`config.mk`:
```
export PLATFORM = sky130hd
export DESIGN_NAME = saturating_fixed_point_alu_top
export DESIGN_NICKNAME = d
export VERILOG_FILES = /design/src/rtl/sfpa_pkg.sv /design/src/rtl/sfpa_prep.sv /design/src/rtl/sfpa_exec.sv /design/src/rtl/sfpa_sat.sv /design/src/rtl/saturating_fixed_point_alu_top.sv
export SDC_FILE = /design/constraint.sdc
export NUM_CORES = 2
export LEC_CHECK = 0
export ABC_AREA = 1
export BUFFER_PORTS_ARGS = -buffer_cell sky130_fd_sc_hd__buf_2
export CAP_MARGIN = 20
export CELL_PAD_IN_SITES_DETAIL_PLACEMENT = 0
export CELL_PAD_IN_SITES_GLOBAL_PLACEMENT = 1
export CORE_MARGIN = 2
export CORE_UTILIZATION = 43
export CTS_CLUSTER_SIZE = 14
export DETAILED_ROUTE_END_ITERATION = 16
export GPL_TIMING_DRIVEN = 0
export HOLD_SLACK_MARGIN = 0.1
export PLACE_DENSITY_LB_ADDON = 0.1
export SLEW_MARGIN = 20
export SYNTH_ARGS = -nofsm -noshare
export SYNTH_HDL_FRONTEND = slang
export SYNTH_HIERARCHICAL = 1
export SYNTH_SLANG_ARGS = --single-unit
```
`constraint.sdc`:
```
create_clock -name clk -period 10.5 [get_ports clk]
set_input_delay 2.1 -clock clk [delete_from_list [all_inputs] [get_ports clk]]
set_output_delay 2.1 -clock clk [all_outputs]
set_load 0.01 [all_outputs]
```
`src/rtl/sfpa_pkg.sv`:
```
// Shared opcodes, constants and stage payload types for the saturating fixed-point ALU.
package sfpa_pkg;

    localparam int OpWidth   = 4;
    localparam int Word32    = 32;
    localparam int Word16    = 16;
    localparam int SumWidth  = 34;
    localparam int ShWidth   = 64;
    localparam int AmtWidth  = 6;
    localparam int CntWidth  = 17;
    localparam int InBytes   = 13;
    localparam int OutBytes  = 4;

    localparam logic signed [31:0] SAT32_MAX  = 32'sh7fff_ffff;
    localparam logic signed [31:0] SAT32_MIN  = 32'sh8000_0000;
    localparam logic signed [31:0] SAT16_MAX  = 32'sh0000_7fff;
    localparam logic signed [31:0] SAT16_MIN  = 32'shffff_8000;
    localparam logic signed [31:0] MULT_EDGE  = 32'sh4000_0000;
    localparam logic [AmtWidth-1:0] LEFT_CLAMP  = 6'd32;
    localparam logic [AmtWidth-1:0] RIGHT_CLAMP = 6'd31;

    typedef enum logic [OpWidth-1:0] {
        OP_ADD    = 4'd0,
        OP_SUB    = 4'd1,
        OP_MULT   = 4'd2,
        OP_MULT0  = 4'd3,
        OP_MAC    = 4'd4,
        OP_MSU0   = 4'd5,
        OP_LSHL   = 4'd6,
        OP_LSHR   = 4'd7,
        OP_SHL16  = 4'd8,
        OP_SHR16  = 4'd9,
        OP_NORM16 = 4'd10,
        OP_NORM32 = 4'd11,
        OP_LOW    = 4'd12,
        OP_HIGH   = 4'd13
    } op_t;

    typedef struct packed {
        op_t                      op;
        logic signed [31:0]       a;
        logic signed [31:0]       b;
        logic signed [15:0]       x;
        logic signed [31:0]       prod;
        logic                     shl_dir;
        logic [AmtWidth-1:0]      amt;
    } s1_t;

    typedef struct packed {
        op_t                      op;
        logic signed [SumWidth-1:0] sum;
        logic signed [ShWidth-1:0]  shifted;
        logic signed [31:0]       direct;
    } s2_t;

endpackage

```
`src/rtl/sfpa_prep.sv`:
```
// First stage: operand unpacking, 16 by 16 multiply and shift direction and amount.
module sfpa_prep
(
    input  logic                           clk,
    input  logic                           rst_n,
    input  logic                           in_valid,
    output logic                           in_ready,
    input  logic [sfpa_pkg::InBytes*8-1:0] in_data,
    output logic                           out_valid,
    input  logic                           out_ready,
    output sfpa_pkg::s1_t                  out_data
);
    import sfpa_pkg::*;

    logic                       valid_reg;
    s1_t                        data_reg;
    s1_t                        data_next;
    op_t                        op;
    logic signed [15:0]         y;
    logic signed [CntWidth-1:0] count;
    logic signed [CntWidth-1:0] neg_count;

    always_comb
    begin
        op        = op_t'(in_data[3:0]);
        y         = in_data[99:84];
        if ((op == OP_LSHR) || (op == OP_SHR16))
        begin
            count = -CntWidth'(y);
        end
        else
        begin
            count = CntWidth'(y);
        end
        neg_count = -count;

        data_next.op   = op;
        data_next.a    = in_data[35:4];
        data_next.b    = in_data[67:36];
        data_next.x    = in_data[83:68];
        data_next.prod = 32'(data_next.x * y);
        data_next.shl_dir = (count > 0);
        if (count > 0)
        begin
            data_next.amt = (count > CntWidth'(LEFT_CLAMP)) ? LEFT_CLAMP
                                                            : count[AmtWidth-1:0];
        end
        else
        begin
            data_next.amt = (neg_count > CntWidth'(RIGHT_CLAMP)) ? RIGHT_CLAMP
                                                                 : neg_count[AmtWidth-1:0];
        end
    end

    assign in_ready  = !valid_reg || out_ready;
    assign out_valid = valid_reg;
    assign out_data  = data_reg;

    always_ff @(posedge clk or negedge rst_n)
    begin
        if (!rst_n)
        begin
            valid_reg <= 1'b0;
        end
        else if (in_ready)
        begin
            valid_reg <= in_valid;
        end
    end

    always_ff @(posedge clk)
    begin
        if (in_valid && in_ready)
        begin
            data_reg <= data_next;
        end
    end

endmodule

```
`src/rtl/sfpa_exec.sv`:
```
// Second stage: wide add, barrel shift, normalisation count and word extraction.
module sfpa_exec
(
    input  logic          clk,
    input  logic          rst_n,
    input  logic          in_valid,
    output logic          in_ready,
    input  sfpa_pkg::s1_t in_data,
    output logic          out_valid,
    input  logic          out_ready,
    output sfpa_pkg::s2_t out_data
);
    import sfpa_pkg::*;

    logic                       valid_reg;
    s2_t                        data_reg;
    s2_t                        data_next;
    logic signed [31:0]         shval;
    logic signed [ShWidth-1:0]  ext;
    logic signed [31:0]         m2;
    logic signed [SumWidth-1:0] addend;
    logic [31:0]                nword;
    logic                       nzero;
    logic [AmtWidth-1:0]        ncount;

    function automatic logic [AmtWidth-1:0] sign_run(input logic [31:0] w);
        logic [AmtWidth-1:0] c;
        logic                run;
        c   = '0;
        run = 1'b1;
        for (int i = 30; i >= 0; i--)
        begin
            if (run && (w[i] == w[31]))
            begin
                c = c + 6'd1;
            end
            else
            begin
                run = 1'b0;
            end
        end
        return c;
    endfunction

    always_comb
    begin
        if ((in_data.op == OP_SHL16) || (in_data.op == OP_SHR16))
        begin
            shval = 32'(in_data.x);
        end
        else
        begin
            shval = in_data.a;
        end
        ext = ShWidth'(shval);

        m2 = (in_data.prod == MULT_EDGE) ? SAT32_MAX : (in_data.prod <<< 1);

        case (in_data.op)
            OP_ADD:  addend = SumWidth'(in_data.b);
            OP_SUB:  addend = -SumWidth'(in_data.b);
            OP_MAC:  addend = SumWidth'(m2);
            OP_MSU0: addend = -SumWidth'(in_data.prod);
            default: addend = '0;
        endcase

        if (in_data.op == OP_NORM16)
        begin
            nword = {in_data.x, ~in_data.x[15], 15'b0};
            nzero = (in_data.x == 16'sd0);
        end
        else
        begin
            nword = in_data.a;
            nzero = (in_data.a == 32'sd0);
        end
        ncount = nzero ? '0 : sign_run(nword);

        data_next.op  = in_data.op;
        data_next.sum = SumWidth'(in_data.a) + addend;
        if (in_data.shl_dir)
        begin
            data_next.shifted = ext <<< in_data.amt;
        end
        else
        begin
            data_next.shifted = ext >>> in_data.amt;
        end

        case (in_data.op)
            OP_MULT:   data_next.direct = m2;
            OP_MULT0:  data_next.direct = in_data.prod;
            OP_NORM16: data_next.direct = 32'(ncount);
            OP_NORM32: data_next.direct = 32'(ncount);
            OP_LOW:    data_next.direct = 32'(signed'(in_data.a[15:0]));
            OP_HIGH:   data_next.direct = 32'(signed'(in_data.a[31:16]));
            default:   data_next.direct = '0;
        endcase
    end

    assign in_ready  = !valid_reg || out_ready;
    assign out_valid = valid_reg;
    assign out_data  = data_reg;

    always_ff @(posedge clk or negedge rst_n)
    begin
        if (!rst_n)
        begin
            valid_reg <= 1'b0;
        end
        else if (in_ready)
        begin
            valid_reg <= in_valid;
        end
    end

    always_ff @(posedge clk)
    begin
        if (in_valid && in_ready)
        begin
            data_reg <= data_next;
        end
    end

endmodule

```
`src/rtl/sfpa_sat.sv`:
```
// Third stage: saturation, result selection and the output register.
module sfpa_sat
(
    input  logic          clk,
    input  logic          rst_n,
    input  logic          in_valid,
    output logic          in_ready,
    input  sfpa_pkg::s2_t in_data,
    output logic          out_valid,
    input  logic          out_ready,
    output logic [31:0]   out_result
);
    import sfpa_pkg::*;

    logic               valid_reg;
    logic signed [31:0] result_reg;
    logic signed [31:0] result_next;
    logic signed [31:0] sum_sat;
    logic signed [31:0] sh32_sat;
    logic signed [31:0] sh16_sat;

    always_comb
    begin
        if (in_data.sum[SumWidth-1:31] == {(SumWidth-31){in_data.sum[SumWidth-1]}})
        begin
            sum_sat = in_data.sum[31:0];
        end
        else
        begin
            sum_sat = in_data.sum[SumWidth-1] ? SAT32_MIN : SAT32_MAX;
        end

        if (in_data.shifted[ShWidth-1:31] == {(ShWidth-31){in_data.shifted[ShWidth-1]}})
        begin
            sh32_sat = in_data.shifted[31:0];
        end
        else
        begin
            sh32_sat = in_data.shifted[ShWidth-1] ? SAT32_MIN : SAT32_MAX;
        end

        if (in_data.shifted[ShWidth-1:15] == {(ShWidth-15){in_data.shifted[ShWidth-1]}})
        begin
            sh16_sat = in_data.shifted[31:0];
        end
        else
        begin
            sh16_sat = in_data.shifted[ShWidth-1] ? SAT16_MIN : SAT16_MAX;
        end

        case (in_data.op)
            OP_ADD, OP_SUB, OP_MAC, OP_MSU0: result_next = sum_sat;
            OP_LSHL, OP_LSHR:                result_next = sh32_sat;
            OP_SHL16, OP_SHR16:              result_next = sh16_sat;
            default:                         result_next = in_data.direct;
        endcase
    end

    assign in_ready   = !valid_reg || out_ready;
    assign out_valid  = valid_reg;
    assign out_result = result_reg;

    always_ff @(posedge clk or negedge rst_n)
    begin
        if (!rst_n)
        begin
            valid_reg <= 1'b0;
        end
        else if (in_ready)
        begin
            valid_reg <= in_valid;
        end
    end

    always_ff @(posedge clk)
    begin
        if (in_valid && in_ready)
        begin
            result_reg <= result_next;
        end
    end

endmodule

```
`src/rtl/saturating_fixed_point_alu_top.sv`:
```
// Top level of the saturating fixed-point ALU with its stream ports.
//
// Each slave-side transaction carries one operation: an opcode, two 32-bit
// operands and two 16-bit operands, of which the second is also the signed
// shift count. Each operation yields exactly one master-side transaction
// holding the 32-bit result, with 16-bit results sign-extended.
// The datapath is three register stages: operand unpacking and the 16 by 16
// multiply, then the wide add, barrel shift and normalisation count, then
// saturation into the output register. An accepted transaction moves from the
// unpacking register through the add and shift register into the output
// register, and one operation is accepted every cycle while the master side
// keeps tready high.
// Each stage holds its own valid bit and advances whenever it is empty or
// the stage after it advances, so a stall on the master side fills the
// pipeline without losing or repeating anything, and empty stages keep
// taking new transactions until it is full.
// Reset empties the pipeline; no result is presented until new input arrives.
module saturating_fixed_point_alu_top
(
    input  logic                           clk,
    input  logic                           rst_n,
    input  logic                           s_tvalid,
    output logic                           s_tready,
    // op[3:0], in_a32[35:4], in_b32[67:36], in_x16[83:68], in_y16[99:84], zero fill.
    input  logic [sfpa_pkg::InBytes*8-1:0] s_tdata,
    output logic                           m_tvalid,
    input  logic                           m_tready,
    // result[31:0].
    output logic [sfpa_pkg::OutBytes*8-1:0] m_tdata
);
    import sfpa_pkg::*;

    logic s1_valid;
    logic s1_ready;
    s1_t  s1_data;
    logic s2_valid;
    logic s2_ready;
    s2_t  s2_data;

    sfpa_prep u_prep
    (
        .clk       (clk),
        .rst_n     (rst_n),
        .in_valid  (s_tvalid),
        .in_ready  (s_tready),
        .in_data   (s_tdata),
        .out_valid (s1_valid),
        .out_ready (s1_ready),
        .out_data  (s1_data)
    );

    sfpa_exec u_exec
    (
        .clk       (clk),
        .rst_n     (rst_n),
        .in_valid  (s1_valid),
        .in_ready  (s1_ready),
        .in_data   (s1_data),
        .out_valid (s2_valid),
        .out_ready (s2_ready),
        .out_data  (s2_data)
    );

    sfpa_sat u_sat
    (
        .clk        (clk),
        .rst_n      (rst_n),
        .in_valid   (s2_valid),
        .in_ready   (s2_ready),
        .in_data    (s2_data),
        .out_valid  (m_tvalid),
        .out_ready  (m_tready),
        .out_result (m_tdata)
    );

endmodule
```
==> results.py <==
metrics = {
    "logic_synthesis": {
        "syn_inst": 4742,
        "syn_area_um2": 34440,
        "yosysWarnings": 6,
        "syn_avg_cell_area_um2": 7.262,
        "synth_nets": 5262,
    },
    "worst_setup_path": {
        "r2r-start": "u_prep/out_data[121]",
        "path_max_fanout": 5,
        "slowest_delay_ps": 470,
        "r2r_slack_ps": 200,
        "critical_path_class": "reg2reg",
        "critical_path_arrival_ps": 10590,
        "crit_path_start_kind": "register",
        "cp-end-kind": "register",
        "cpMaxStageDelayCell": "edfxtp_1",
        "crit_top_cell": "nand2_2",
        "cp_data_required_time_ps": 10790,
        "crit_path_start": "u_prep/out_data[121]",
    },
    "cells_and_area": {
        "final_nets": 5563,
        "final_core_util": 0.5046,
        "n_antenna_cell": 0,
        "register_area_um2": 8723,
        "final_cells": 6118,
        "multi_input_comb_area_um2": 22580,
        "area_growth_pct": 15.94,
        "final_layout_size_suffix_gt1_frac": 0.1468,
        "nFillCells": 7965,
    },
    "sta": {
        "maxSlewViolCount": 0,
        "worst_clock_skew_ps": 23.64,
        "finalCritPeriodShare": 0.9807,
        "setup_tns_ps": 0,
        "final_hold_viol_count": 0,
        "fmax_mhz": 97.11,
        "setup_violations": 0,
        "max-slew-margin-rel": 0.3342,
        "max_slew.worst_pin.slew_ps": 988.3,
        "layout_setup_ws_ps": 202.3,
        "rsz0062_at_grt": "yes",
        "fin_hold_ws_ps": 559.5,
        "min_period_ps": 10300,
    },
    "grt": {
        "grt.total_usage": 0.3150,
        "grt-ovfl-total": 0,
        "grt_pass1_vias": 31490,
        "grt_max_degree": 29,
        "antenna_found_initial": 0,
        "grt_first_pass_wirelength_um": 194900,
    },
    "detailed_routing": {
        "met1Wirelength_um": 56050,
        "wl_um": 130900,
        "drc": 0,
        "highest_layer": "met4",
        "met3WireLength_um": 7837,
        "drt_iter0_drc": 2988,
        "routedWlPerCell_um": 21.39,
        "drt.antenna.violating_nets": 0,
        "via_count": 32750,
        "viasPerCell": 5.352,
        "drtPass1Iterations": 5,
        "met2_length_um": 61010,
    },
    "floorplanning": {
        "die_x_um": 287.0,
        "die_area_um2": 82370,
        "start_util": 0.4352,
        "io_pins": 142,
        "die_y_um": 287.0,
        "core_area_um2": 79130,
        "rows": 103,
    },
    "placed_design": {
        "pre_cts_ws_ps": -1571,
        "post-dp-hpwl_um": 107200,
        "dp_cells": 5937,
        "port_buffers": 133,
        "routabilityCongestion": 0.9801,
    },
    "clock_tree": {
        "clk_pin_slew_ps": 60,
        "cts_root_buf": "clkbuf_16",
        "cts_inserted_buffers": 35,
        "clock_sinks": 291,
        "cts_tree": "built",
        "clock_path_buffers": 3,
        "htree_levels": 2,
        "worstSkewPairLatency_ps": 560,
    },
    "hold_path": {
        "min_from": "u_exec/out_data[4]",
        "min_path_type": "reg2reg",
    },
    "pwr": {
        "pwr_density_cell_nw_per_um2": 253.4,
        "p_leak_nw": 19.14,
        "vdd_ir_drop_max_uv": 249.0,
    },
    "run_status": {
        "status": "finished clean",
    },
    "flow_run": {
        "max_cap_violations": 0,
    },
}
[where the power goes]
group	leakage (nW)	switching, mW	internal [mW]	total, mW
sequential	2.84	0.208	1.84	2.05
combinational	15.7	4.26	2.58	6.84
clock	0.553	0.524	0.713	1.24
total	19.1	4.99	5.13	10.1
[per-layer routing]
| layer | GRT usage | up-vias |
|---|---|---|
| li1 | - | 15800 |
| met1 | 0.4222 | 15530 |
| met2 | 0.5264 | 1202 |
| met3 | 0.02849 | 215 |
| met4 | 0.1241 | 0 |
| met5 | 0 | - |
[worst max-delay path: cells and delay by family, from the launching register on]
kind            cells  cell delay [ps]
xor+xnor            1              150
flops               1              470
fa+ha+maj          14             3410
simple gates       47             4120
buf+inv            13              990
compound gates     11              850
[registers in the layout, indices dropped and copies added, names as in the netlist]
register	count
u_exec/out_data	133
u_exec/out_valid	1
u_prep/out_data	123
u_prep/out_valid	1
u_sat/out_result	32
u_sat/out_valid	1
[layout make-up]
type,count,share of cell area
Clock inverter,22,0.005892
Timing Repair Buffer,264,0.04798
Multi-Input combinational cell,3362,0.5656
Clock buffer,40,0.02294
Inverter,885,0.08333
Buffer,204,0.02288
Tap cell,1050,0.03291
Sequential cell,291,0.2185
[placed cells by master (no fill, tap or decap), drive strengths merged, types with 5 or more instances in the layout]
cell type     n
nor4         14
a221oi        7
o211ai       19
o221ai       25
nand3b       10
nor2        380
o21ai       455
ha          149
a211oi        8
nand4        80
nor3         32
o2111ai      22
nand2      1224
a31oi        23
nand3       304
a21o          5
buf         319
xor2         58
or2          33
xnor2        36
mux2i        18
o22ai        16
clkinv       22
fa          263
clkbuf      189
a21oi       156
inv         878
edfxtp      288
[per-stage QoR]
step / instance area (um^2) / total power, mW
after CTS: 39180 / 10.06
after global placement: 36420 / 8.649
final: 39920 / 10.12
after global routing: 39920 / 11.08
after detailed placement: 36780 / 8.710
after floorplan: 34440 / 6.850
[path summary, 6_finish.rpt]
kind | endpoint | depth (start not counted)
min in group asynchronous | u_prep/out_valid | 1
worst max register to register | u_exec/out_data[4] | 86
worst min register to register | u_sat/out_result[4] | 2
worst max-delay path | u_exec/out_data[4] | 86
max in group asynchronous | u_sat/out_valid | 1
worst min-delay path | u_sat/out_result[4] | 2
[repair_timing]
item	in CTS	in global routing
setup endpoints to repair	5	5
gates cloned	1	0
resized for setup	95	169
hold buffers	0	0
pin swaps	79	113
buffers inserted	118	19
No activity file was read; power rests on OpenSTA's default activity.
